--- src/design/mstu_pkg.sv ---
// ----------------------------------------------------------------------------
// mstu_pkg
// Shared types and constants of the multi-slot timer unit.
// ----------------------------------------------------------------------------
package mstu_pkg;

  localparam int DEF_TIMER_SLOTS = 16;
  localparam int DATA_W          = 8;
  localparam int ID_W            = 4;
  localparam int CFG_ADDR_W      = 2;

  localparam logic [CFG_ADDR_W-1:0] REG_TICK_RES = 2'd0;
  localparam logic [CFG_ADDR_W-1:0] REG_MAX_LAP  = 2'd1;

  localparam logic [DATA_W-1:0] TICK_RES_RST = 8'd1;
  localparam logic [DATA_W-1:0] MAX_LAP_RST  = 8'd255;

  localparam logic EV_REPLY = 1'b0;
  localparam logic EV_FIRE  = 1'b1;
  localparam logic STS_OK   = 1'b0;
  localparam logic STS_BAD  = 1'b1;

  typedef enum logic [1:0] {
    REQ_START = 2'd0,
    REQ_STOP  = 2'd1,
    REQ_TICK  = 2'd2,
    REQ_CLEAR = 2'd3
  } req_t;

  typedef struct packed {
    logic              done;
    logic [DATA_W-1:0] quot;
    logic              rem_zero;
  } div_res_t;

endpackage

--- src/design/mstu_div.sv ---
// ----------------------------------------------------------------------------
// mstu_div
// Restoring divider, one quotient bit per cycle; reports quotient and
// whether the remainder is zero.
// ----------------------------------------------------------------------------
module mstu_div
  import mstu_pkg::*;
(
  input  logic              clk,
  input  logic              rst_n,
  input  logic              go,
  input  logic [DATA_W-1:0] dividend,
  input  logic [DATA_W-1:0] divisor,
  output div_res_t          res
);

  localparam int CNT_W = $clog2(DATA_W);

  logic              run_r;
  logic              done_r;
  logic [CNT_W-1:0]  cnt_r;
  logic [DATA_W-1:0] rem_r;
  logic [DATA_W-1:0] quo_r;
  logic [DATA_W-1:0] dvs_r;

  logic [DATA_W:0]   trial;
  logic              fits;

  assign trial = {rem_r, quo_r[DATA_W-1]};
  assign fits  = trial >= {1'b0, dvs_r};

  always_ff @(posedge clk) begin
    if (!rst_n) begin
      run_r  <= 1'b0;
      done_r <= 1'b0;
      cnt_r  <= '0;
    end else begin
      done_r <= 1'b0;
      if (go) begin
        run_r <= 1'b1;
        cnt_r <= '0;
        rem_r <= '0;
        quo_r <= dividend;
        dvs_r <= divisor;
      end else if (run_r) begin
        rem_r <= fits ? DATA_W'(trial - {1'b0, dvs_r}) : trial[DATA_W-1:0];
        quo_r <= {quo_r[DATA_W-2:0], fits};
        cnt_r <= cnt_r + 1'b1;
        if (cnt_r == CNT_W'(DATA_W - 1)) begin
          run_r  <= 1'b0;
          done_r <= 1'b1;
        end
      end
    end
  end

  assign res.done     = done_r;
  assign res.quot     = quo_r;
  assign res.rem_zero = (rem_r == '0);

endmodule

--- src/design/multi_slot_software_timer_unit.sv ---
// ----------------------------------------------------------------------------
// multi_slot_software_timer_unit
// Bank of periodic / one-shot timers with a shared millisecond prescaler.
// ----------------------------------------------------------------------------
// A request is taken when start is high and busy is low. Stop and clear, a
// rejected start, and a millisecond tick that does not complete a resolution
// period are handled without leaving idle; their reply (if any) appears on the
// cycle after the transfer. An accepted start runs the bit-serial divider that
// forms lap / resolution. A resolution tick walks every slot through the slot
// memory, which has one read and one write port, one slot per cycle; fire
// results come out in ascending id order, at most one per cycle, and the last
// one is marked. Results are strobed by out_valid for one cycle and cannot be
// held off.
// ----------------------------------------------------------------------------
module multi_slot_software_timer_unit
  import mstu_pkg::*;
#(
  parameter int TIMER_SLOTS = DEF_TIMER_SLOTS
) (
  input  logic                  clk,
  input  logic                  rst_n,
  input  logic                  start,
  output logic                  busy,
  input  logic [1:0]            in_req_type,
  input  logic [ID_W-1:0]       in_timer_id,
  input  logic [DATA_W-1:0]     in_lap_ms,
  input  logic                  in_one_shot,
  output logic                  out_valid,
  output logic                  out_event_kind,
  output logic                  out_status,
  output logic [ID_W-1:0]       out_fired_id,
  output logic                  out_last,
  input  logic                  cfg_we,
  input  logic [CFG_ADDR_W-1:0] cfg_addr,
  input  logic [DATA_W-1:0]     cfg_wdata
);

  localparam int IDX_W = (TIMER_SLOTS > 1) ? $clog2(TIMER_SLOTS) : 1;
  localparam logic [IDX_W-1:0] LAST_IDX = IDX_W'(TIMER_SLOTS - 1);

  typedef enum logic [1:0] {
    ST_IDLE,
    ST_DIV,
    ST_WALK,
    ST_FLUSH
  } state_t;

  state_t                  state_r;
  logic [DATA_W-1:0]       tick_res_r;
  logic [DATA_W-1:0]       max_lap_r;
  logic [DATA_W-1:0]       prescale_r;
  logic [TIMER_SLOTS-1:0]  active_r;
  logic [TIMER_SLOTS-1:0]  shot_r;
  logic [ID_W-1:0]         start_id_r;
  logic                    start_shot_r;
  logic [IDX_W-1:0]        walk_idx_r;
  logic                    pend_valid_r;
  logic [IDX_W-1:0]        pend_id_r;
  logic                    out_valid_r;
  logic                    out_kind_r;
  logic                    out_status_r;
  logic [ID_W-1:0]         out_id_r;
  logic                    out_last_r;

  // slot memory: {fire_count, elapsed}
  logic [2*DATA_W-1:0]     slot_mem [TIMER_SLOTS];
  logic [2*DATA_W-1:0]     rd_data_r;
  logic [IDX_W-1:0]        rd_addr;
  logic                    mem_we;
  logic [IDX_W-1:0]        mem_waddr;
  logic [2*DATA_W-1:0]     mem_wdata;

  div_res_t                div_res;
  logic                    div_go;

  req_t                    req;
  logic                    accept;
  logic [IDX_W-1:0]        id_idx;
  logic [IDX_W-1:0]        start_idx;
  logic                    id_ok;
  logic                    start_bad;
  logic                    stop_bad;
  logic [DATA_W-1:0]       pre_inc;
  logic [DATA_W-1:0]       fire_cnt;
  logic [DATA_W-1:0]       el_inc;
  logic                    walk_act;
  logic                    fire;
  logic                    start_ok;

  assign req       = req_t'(in_req_type);
  assign accept    = start && (state_r == ST_IDLE);
  assign busy      = (state_r != ST_IDLE);
  assign id_idx    = IDX_W'(in_timer_id);
  assign start_idx = IDX_W'(start_id_r);
  assign id_ok     = 32'(in_timer_id) < 32'(TIMER_SLOTS);
  assign start_bad = !id_ok || (in_lap_ms == '0) || (in_lap_ms > max_lap_r) ||
                     (tick_res_r == '0) || active_r[id_idx];
  assign stop_bad  = !id_ok || !active_r[id_idx];
  assign pre_inc   = prescale_r + 1'b1;
  assign div_go    = accept && (req == REQ_START) && !start_bad;
  assign start_ok  = (state_r == ST_DIV) && div_res.done && div_res.rem_zero;

  assign fire_cnt  = rd_data_r[2*DATA_W-1:DATA_W];
  assign el_inc    = rd_data_r[DATA_W-1:0] + 1'b1;
  assign walk_act  = (state_r == ST_WALK) && active_r[walk_idx_r];
  assign fire      = walk_act && (el_inc == fire_cnt);

  assign rd_addr   = (state_r == ST_WALK && walk_idx_r != LAST_IDX) ?
                     walk_idx_r + 1'b1 : '0;
  assign mem_we    = start_ok || walk_act;
  assign mem_waddr = (state_r == ST_DIV) ? start_idx : walk_idx_r;
  assign mem_wdata = (state_r == ST_DIV) ? {div_res.quot, {DATA_W{1'b0}}} :
                     {fire_cnt, fire ? {DATA_W{1'b0}} : el_inc};

  mstu_div u_div (
    .clk      (clk),
    .rst_n    (rst_n),
    .go       (div_go),
    .dividend (in_lap_ms),
    .divisor  (tick_res_r),
    .res      (div_res)
  );

  always_ff @(posedge clk) begin
    if (mem_we) begin
      slot_mem[mem_waddr] <= mem_wdata;
    end
    rd_data_r <= slot_mem[rd_addr];
  end

  always_ff @(posedge clk) begin
    if (!rst_n) begin
      tick_res_r <= TICK_RES_RST;
      max_lap_r  <= MAX_LAP_RST;
    end else if (cfg_we) begin
      if (cfg_addr == REG_TICK_RES) begin
        tick_res_r <= cfg_wdata;
      end else if (cfg_addr == REG_MAX_LAP) begin
        max_lap_r <= cfg_wdata;
      end
    end
  end

  always_ff @(posedge clk) begin
    if (!rst_n) begin
      state_r      <= ST_IDLE;
      prescale_r   <= '0;
      active_r     <= '0;
      shot_r       <= '0;
      walk_idx_r   <= '0;
      pend_valid_r <= 1'b0;
      out_valid_r  <= 1'b0;
    end else begin
      out_valid_r <= 1'b0;
      unique case (state_r)
        ST_IDLE: begin
          if (accept) begin
            unique case (req)
              REQ_START: begin
                start_id_r   <= in_timer_id;
                start_shot_r <= in_one_shot;
                if (start_bad) begin
                  out_valid_r  <= 1'b1;
                  out_kind_r   <= EV_REPLY;
                  out_status_r <= STS_BAD;
                  out_id_r     <= in_timer_id;
                  out_last_r   <= 1'b1;
                end else begin
                  state_r <= ST_DIV;
                end
              end
              REQ_STOP: begin
                if (!stop_bad) begin
                  active_r[id_idx] <= 1'b0;
                end
                out_valid_r  <= 1'b1;
                out_kind_r   <= EV_REPLY;
                out_status_r <= stop_bad ? STS_BAD : STS_OK;
                out_id_r     <= in_timer_id;
                out_last_r   <= 1'b1;
              end
              REQ_CLEAR: begin
                active_r     <= '0;
                out_valid_r  <= 1'b1;
                out_kind_r   <= EV_REPLY;
                out_status_r <= STS_OK;
                out_id_r     <= '0;
                out_last_r   <= 1'b1;
              end
              REQ_TICK: begin
                if (pre_inc == tick_res_r) begin
                  prescale_r   <= '0;
                  walk_idx_r   <= '0;
                  pend_valid_r <= 1'b0;
                  state_r      <= ST_WALK;
                end else begin
                  prescale_r <= pre_inc;
                end
              end
            endcase
          end
        end
        ST_DIV: begin
          if (div_res.done) begin
            if (div_res.rem_zero) begin
              active_r[start_idx] <= 1'b1;
              shot_r[start_idx]   <= start_shot_r;
            end
            out_valid_r  <= 1'b1;
            out_kind_r   <= EV_REPLY;
            out_status_r <= div_res.rem_zero ? STS_OK : STS_BAD;
            out_id_r     <= start_id_r;
            out_last_r   <= 1'b1;
            state_r      <= ST_IDLE;
          end
        end
        ST_WALK: begin
          // a fire is held back one find so the final one can carry last
          if (fire) begin
            if (pend_valid_r) begin
              out_valid_r  <= 1'b1;
              out_kind_r   <= EV_FIRE;
              out_status_r <= STS_OK;
              out_id_r     <= ID_W'(pend_id_r);
              out_last_r   <= 1'b0;
            end
            pend_valid_r <= 1'b1;
            pend_id_r    <= walk_idx_r;
            if (shot_r[walk_idx_r]) begin
              active_r[walk_idx_r] <= 1'b0;
            end
          end
          if (walk_idx_r == LAST_IDX) begin
            state_r <= ST_FLUSH;
          end else begin
            walk_idx_r <= walk_idx_r + 1'b1;
          end
        end
        ST_FLUSH: begin
          if (pend_valid_r) begin
            out_valid_r  <= 1'b1;
            out_kind_r   <= EV_FIRE;
            out_status_r <= STS_OK;
            out_id_r     <= ID_W'(pend_id_r);
            out_last_r   <= 1'b1;
          end
          pend_valid_r <= 1'b0;
          state_r      <= ST_IDLE;
        end
      endcase
    end
  end

  assign out_valid      = out_valid_r;
  assign out_event_kind = out_kind_r;
  assign out_status     = out_status_r;
  assign out_fired_id   = out_id_r;
  assign out_last       = out_last_r;

`ifndef NO_ASSERTIONS
  a_reply_is_last: assert property (@(posedge clk) disable iff (!rst_n)
    (out_valid_r && out_kind_r == EV_REPLY) |-> out_last_r)
    else $error("reply transfer without last");

  a_div_done_in_div: assert property (@(posedge clk) disable iff (!rst_n)
    div_res.done |-> (state_r == ST_DIV))
    else $error("divider finished outside start processing");

  a_walk_exit: assert property (@(posedge clk) disable iff (!rst_n)
    (state_r == ST_WALK) |=> (state_r == ST_WALK || state_r == ST_FLUSH))
    else $error("slot walk left early");

  a_one_shot_stops: assert property (@(posedge clk) disable iff (!rst_n)
    (fire && shot_r[walk_idx_r]) |=> !active_r[$past(walk_idx_r)])
    else $error("one-shot timer still active after firing");

  a_fire_only_walk: assert property (@(posedge clk) disable iff (!rst_n)
    (out_valid_r && out_kind_r == EV_FIRE) |->
      ($past(state_r) == ST_WALK || $past(state_r) == ST_FLUSH))
    else $error("fire transfer outside tick walk");
`endif

endmodule
--- config.mk ---
export PLATFORM = sky130hd
export DESIGN_NAME = multi_slot_software_timer_unit
export DESIGN_NICKNAME = d
export VERILOG_FILES = /design/src/design/mstu_pkg.sv /design/src/design/mstu_div.sv /design/src/design/multi_slot_software_timer_unit.sv
export SDC_FILE = /design/constraint.sdc
export NUM_CORES = 1
export LEC_CHECK = 0
export ABC_CLOCK_PERIOD_IN_PS = 4000
export BUFFER_PORTS_ARGS = -buffer_cell sky130_fd_sc_hd__buf_4
export CELL_PAD_IN_SITES_DETAIL_PLACEMENT = 0
export CELL_PAD_IN_SITES_GLOBAL_PLACEMENT = 2
export CORE_ASPECT_RATIO = 1.25
export CORE_MARGIN = 10
export CORE_UTILIZATION = 45
export CTS_BUF_LIST = sky130_fd_sc_hd__clkbuf_16
export DETAILED_ROUTE_END_ITERATION = 6
export PLACE_DENSITY = 0.76
export SYNTH_ARGS = -nofsm -noshare
export SYNTH_HDL_FRONTEND = slang
export SYNTH_HIERARCHICAL = 1
export SYNTH_SLANG_ARGS = --single-unit
--- constraint.sdc ---
create_clock -name clk -period 4 [get_ports clk]
set_clock_uncertainty 0.1 [all_clocks]
set_input_delay 0.4 -clock clk [delete_from_list [all_inputs] [get_ports clk]]
set_output_delay 0.4 -clock clk [all_outputs]
set_load 0.005 [all_outputs]
After elaboration in Yosys (flattened, before gate mapping)
Memory sizes are Yosys's and may differ from the RTL's. A register that Yosys moved wholly into a read port is not among the register bits.
Index checks and enable logic that the tools add are counted.
{"block": "word_totals", "regBits": 109, "latchBits": 0, "ramBits": 256, "romBits": 0, "inputBits": 29, "output_inout_bits": 9, "word_cells": 210, "n_memories": 1}
{"block": "op_classes", "addsub": 5, "multipliers": 0, "div_mod_pow": 0, "n_lt_le_gt_ge": 8, "n_eq_ne": 31, "shifts": 0, "muxes": 90, "bitwise": 8, "reduce_logical": 45}
{"memory": "slot_mem", "depth": 16, "word_bits": 16, "read_ports": 1, "rd_ports_with_merged_regs": 1, "write_ports": 1, "line_no": "multi_slot_software_timer_unit.sv:66", "source": "logic [2*DATA_W-1:0] slot_mem [TIMER_SLOTS];"}
{"op": "2-to-1 mux 16 bit", "n": 7}
{"op": "2-to-1 mux 8 bit", "n": 6}
{"op": "case mux 16 bit (3 select lines)", "n": 1}
{"op": "2-to-1 mux 4 bit", "n": 11}
{"op": "2-to-1 mux 1 bit", "n": 38}
{"op": "bitwise AND 16 bit", "n": 2}
{"op": "NOT 16 bit", "n": 2}
{"op": "case mux 16 bit (2 select lines)", "n": 1}
{"op": "logical NOT 8 bit", "n": 3}
{"op": "AND reduction 6 bit", "n": 3}
{"op": "adder 8 x 1 -> 8 bit, second input constant", "n": 2}
{"op": "bitwise mux 16 bit", "n": 1}
{"op": "== test 8 bit", "n": 2}
{"op": "bitwise OR 16 bit", "n": 1}
{"op": "case mux 1 bit (4 select lines)", "n": 4}
{"op": "case mux 4 bit (4 select lines)", "n": 1}
{"op": "AND reduction 8 bit", "n": 2}
{"op": "less-than comparator 4 x 5 -> 1 bit, second input constant", "n": 3}
{"op": "binary-select mux 1 bit (select 4 bit)", "n": 3}
{"op": "demux 1 bit (select 4 bit)", "n": 3}
{"op": "greater-or-equal comparator 4 x 1 -> 1 bit, second input constant", "n": 3}
{"op": "inequality test 2 bit, second input constant", "n": 6}
{"op": "inequality test 3 bit, second input constant", "n": 4}
{"op": "case mux 4 bit (3 select lines)", "n": 1}
{"op": "33 further kinds", "n": 77}

Depth between registers and ports, before layout
{"block": "logic_depth", "depth_word": 10, "mapped_depth": 11, "ltp_nobuf": 10}

Cells and area by module
The synthesis kept the hierarchy.
{"mod": "multi_slot_software_timer_unit", "instances": 1, "cells_per_inst": 1162, "area_each_um2": 15821.4, "seq_area_each_um2": 9769.4}
{"mod": "mstu_div", "instances": 1, "cells_per_inst": 139, "area_each_um2": 1686.6, "seq_area_each_um2": 820.8}

Worst setup path before layout
No wires, ideal clock.
{"block": "synth_timing", "path_kind": "in2reg", "startpoint": "input port in_timer_id[3]", "endpoint": "register u_div.dvs_r[0] (enable)", "setup_ns": 0.332, "t_arrival_ns": 2.685, "required_time_ns": 3.568, "path_slack_ns": 0.884, "path_stages": 10, "path_buffers": 4, "cell_sequence": "buf_4 -> buf_2 -> mux4_2 -> mux2i_1 -> mux2i_1 -> nor4_2 -> nor4b_1 -> clkbuf_1 -> buf_2 -> and2_1"}
{"block": "synth_via", "elab_chain_len": 6}
{"element": "start, declared", "line_no": "multi_slot_software_timer_unit.sv:25", "source": "input logic [ID_W-1:0] in_timer_id,"}
{"element": "binary-select mux 1 bit (select 4 bit)", "line_no": "multi_slot_software_timer_unit.sv:97", "source": "(tick_res_r == '0) || active_r[id_idx];"}
{"element": "2-to-1 mux 1 bit (not written as such)", "line_no": "multi_slot_software_timer_unit.sv:97"}
{"element": "logical OR 1 bit", "line_no": "multi_slot_software_timer_unit.sv:97"}
{"element": "logical NOT 1 bit", "line_no": "multi_slot_software_timer_unit.sv:100", "source": "assign div_go = accept && (req == REQ_START) && !start_bad;"}
{"element": "logical AND 1 bit", "line_no": "multi_slot_software_timer_unit.sv:100"}
{"element": "net div_go", "line_no": "multi_slot_software_timer_unit.sv:74", "source": "logic div_go;"}
{"element": "AND reduction 2 bit (no source line)"}
{"element": "end signal, assigned", "line_no": "mstu_div.sv:44", "source": "dvs_r <= divisor;"}
{"element": "end, declared", "line_no": "mstu_div.sv:24", "source": "logic [DATA_W-1:0] dvs_r;"}
The timed path passes the listed nets, and every way through them passes these cells. The select of a mux whose other input is x is not followed.
A chain may end at the register's enable or synchronous reset.

Final worst setup path
{"block": "layout_timing", "startpoint": "register walk_idx_r[1]", "endpoint": "memory slot_mem[4][8] (netlist name) (enable)"}
{"block": "layout_via", "elab_chain_len": 6, "elab_cells_between_ends": 7, "cone_classes": "mux: 5; reduce/logical: 2"}
{"element": "start, declared", "line_no": "multi_slot_software_timer_unit.sv:56", "source": "logic [IDX_W-1:0] walk_idx_r;"}
{"element": "start signal, assigned", "line_no": "multi_slot_software_timer_unit.sv:236", "source": "walk_idx_r <= walk_idx_r + 1'b1;"}
{"element": "binary-select mux 1 bit (select 4 bit)", "line_no": "multi_slot_software_timer_unit.sv:105", "source": "assign walk_act = (state_r == ST_WALK) && active_r[walk_idx_r];"}
{"element": "2-to-1 mux 1 bit (not written as such)", "line_no": "multi_slot_software_timer_unit.sv:105"}
{"element": "logical AND 1 bit", "line_no": "multi_slot_software_timer_unit.sv:105"}
{"element": "logical OR 1 bit", "line_no": "multi_slot_software_timer_unit.sv:110", "source": "assign mem_we = start_ok || walk_act;"}
{"element": "2-to-1 mux 1 bit", "line_no": "multi_slot_software_timer_unit.sv:125", "source": "if (mem_we) begin"}
{"element": "2-to-1 mux 1 bit (not written as such)", "line_no": "multi_slot_software_timer_unit.sv:126", "source": "slot_mem[mem_waddr] <= mem_wdata;"}
{"element": "end, declared", "line_no": "multi_slot_software_timer_unit.sv:66"}
Several ways; a longest one is shown, not always the timed one. The select of a mux whose other input is x is not followed.

==> impl_metrics.csv <==
group,metric,value,unit
global_routing,antenna_found_initial,0,
drt,avgViaCountPerCell,5.93,
layout,final_common_cell,"edfxtp_1",
critical_path,crit_arrival,3380,ps
clock_tree,clk_pin_slew,60,ps
yosys,ys_seq_area_frac,0.605,
placed_design,gp_congestion,0.879,
critical_path,r2r_end,"slot_mem[4][8]",
global_routing,grt-ovfl-total,0,
global_routing,grt_max_degree,31,
clock_tree,clockBufferDepth,3,
sta,hold_violations,0,
yosys,ys_types,81,
sta,fin_crit,3210,ps
power_and_ir_drop,total_power,10.2,mW
die,die-width,196,um
layout,postLayoutCellArea,19900,um^2
layout,antenna_cells,0,
layout,fill_cells,3301,
sta,fin_ws,788,ps
clock_tree,cts_tree,"done",
clock_tree,clkLatencyLatePin,550,ps
global_routing,grt_util_all_layers,0.190,
status,outcome,"completed",
sta,rsz0062_at_grt,"no",
critical_path,r2r_cells,8,
placed_design,dpl_cell_area,18500,um^2
critical_path,cp_data_required_time,4170,ps
global_routing,first_global_vias,11500,
power_and_ir_drop,leakagePower,6.99,nW
yosys,ys_warn_count,6,
critical_path,worstSetupPathType,"register to register",
critical_path,crit_slowest_cell,"dfxtp_1",
hold_path,hp-class,"input port to register",
global_routing,grt_pass1_wl,69000,um
yosys,synthesis.instances,1301,
power_and_ir_drop,pwr-share-seq,0.459,
critical_path,crit_path_start,"walk_idx_r[1]",
die,ioPinCount,38,
sta,worst_hold_slack,56.6,ps
sta,worst_pin_slew,782,ps
clock_tree,numClockSinks,381,
layout,final-instance-count-excl-fill,1884,
critical_path,endpoint_kind,"register",
critical_path,worst_path_largest_cell_delay,700,ps
yosys,syn_area,17500,um^2
drt,wl_per_cell,23.9,um
power_and_ir_drop,p_switching,2.81,mW
drt,drt_wl_total,45100,um
power_and_ir_drop,vdd_drop_max,0.513,mV
clock_tree,cts_buffers,40,
power_and_ir_drop,p_sw_frac,0.274,
placed_design,dp_hpwl,29400,um
layout,layout-drive-gt1-share,0.199,
layout,seq_area,10600,um^2
clock_tree,ctsResizeCount,0,
placed_design,placed_cells,1802,
critical_path,cp-start-kind,"register",
critical_path,path_buf_inv,2,
job,drv_cap,0,
layout,area_growth,13.9,%
layout,fin_nets,1420,
placed_design,pre_cts_ws,558,ps
yosys,synth-async-reset-ratio,0,
drt,drc,0,
placed_design,io_buffers,37,
sta,setup-violations-final,0,
clock_tree,cts-root-buf,"clkbuf_16",
power_and_ir_drop,clkPwrFrac,0.361,
power_and_ir_drop,power-per-cell-area,514,nW/um^2
clock_tree,cts.htree.levels,2,
drt,ant_nets,0,
die,die_area,47200,um^2
die,die_h,241,um
sta,finalCritPeriodShare,0.803,
critical_path,crit_chain,"mux4_2 -> o211ai_1 -> o31ai_1 -> buf_4 -> or2_2 -> a21boi_0 -> and2_1 -> buf_4",
critical_path,worstPathMaxFanout,16,
layout,final_cell_mix,"edfxtp_1 (296), nand2_1 (118), buf_4 (95), dfxtp_1 (85), mux4_2 (73)",
critical_path,crit_family,"flip-flops",
die,placementRows,80,
yosys,syn_nets,1360,
yosys,ys_ff_latch,381,
critical_path,crit_top_cell,"buf_4",
layout,final_util,0.520,
drt,num_vias,11200,
drt,dr.pass1.iters,5,
yosys,avgSynthCellArea,13.5,um^2
die,core_area,38300,um^2
power_and_ir_drop,internal-power,7.44,mW
critical_path,path_depth,8,
yosys,synth_edf_count,296,
drt,drt_iter0_drc,747,
sta,fmax,311,MHz
sta,finalSetupTns,0,ps
critical_path,ff2ff_setup_slack,790,ps
sta,slew_violations,0,
die,initial_core_util,0.457,
critical_path,r2r-start,"walk_idx_r[1]",
layout,multi_input_area,6440,um^2
sta,max_slew_margin,0.478,
power_and_ir_drop,power.share.combinational,0.180,
critical_path,endpoint,"slot_mem[4][8]",
yosys,synth_ff_type,"edfxtp_1",
power by group through the flow:
stage                     registers (mW)  clock network, mW  logic (mW)
after floorplan                     4.75                  0        1.23
after global placement              4.79                  0        1.82
after detailed placement            4.79                  0        1.83
after CTS                           4.70               3.79        1.85
after global routing                4.71               3.96        2.03
final                               4.70               3.70        1.84
kinds of logic after synthesis:
logic type | count (synthesis) | synth area share
flip-flops | 381 | 0.605
XOR/XNOR | 28 | 0.0140
AND/OR/NAND/NOR | 354 | 0.103
AO/OA/AOI/OAI | 267 | 0.106
multiplexers | 117 | 0.121
adder cells (fa/ha/maj) | 30 | 0.0219
buffers and inverters | 124 | 0.0291
worst min path at each step:
stage,startpoint,to,slack (ps),depth (start not counted)
3_3_place_gp,shot_r[8],shot_r[8],350,2
2_1_floorplan,walk_idx_r[2],pend_id_r[2],310,0
5_1_grt,in_timer_id[0],start_id_r[0],40,1
6_report,in_timer_id[2],start_id_r[2],60,1
3_5_place_dp,shot_r[4],shot_r[4],350,2
4_1_cts,in_timer_id[0],start_id_r[0],20,1
registers in the layout, indices dropped and copies added (netlist names), 8 cells and up:
| register | flops |
|---|---|
| prescale_r | 8 |
| slot_mem | 256 |
| rd_data_r | 16 |
| max_lap_r | 8 |
| shot_r | 16 |
| u_div/rem_r | 8 |
| u_div/quo_r | 8 |
| u_div/dvs_r | 8 |
| active_r | 16 |
| tick_res_r | 8 |
metal layers:
metal	global-route usage	vias up	wire [um]
met5	0	-	0
met4	0.0579	0	1150
li1	-	5176	-
met3	0.0301	69	1900
met2	0.339	242	23500
met1	0.232	5680	18500
area by class of cell:
type / instances / area share
sequential: 381 / 0.531
multi-input combinational: 796 / 0.323
clock buffer: 42 / 0.0527
timing repair buffer: 107 / 0.0433
tap: 492 / 0.0309
clock inverter: 31 / 0.0129
inverter: 35 / 0.00659
timing repair:
item / CTS / global route
setup buffers: 0 / 0
hold buffers: 9 / 0
hold endpoints to repair: 17 / 0
Yosys cell counts (28+ instances only):
cell type / n / area [um^2]
nor2_1: 56 / 210
a21oi_1: 64 / 320
inv_1: 34 / 128
nand3_1: 28 / 140
edfxtp_1: 296 / 8890
nand2_1: 120 / 450
ha_1: 29 / 363
a31oi_1: 29 / 181
clkbuf_1: 59 / 221
dfxtp_1: 85 / 1700
o21ai_0: 30 / 150
mux4_2: 73 / 1640
(Power assumes the default switching activity.)
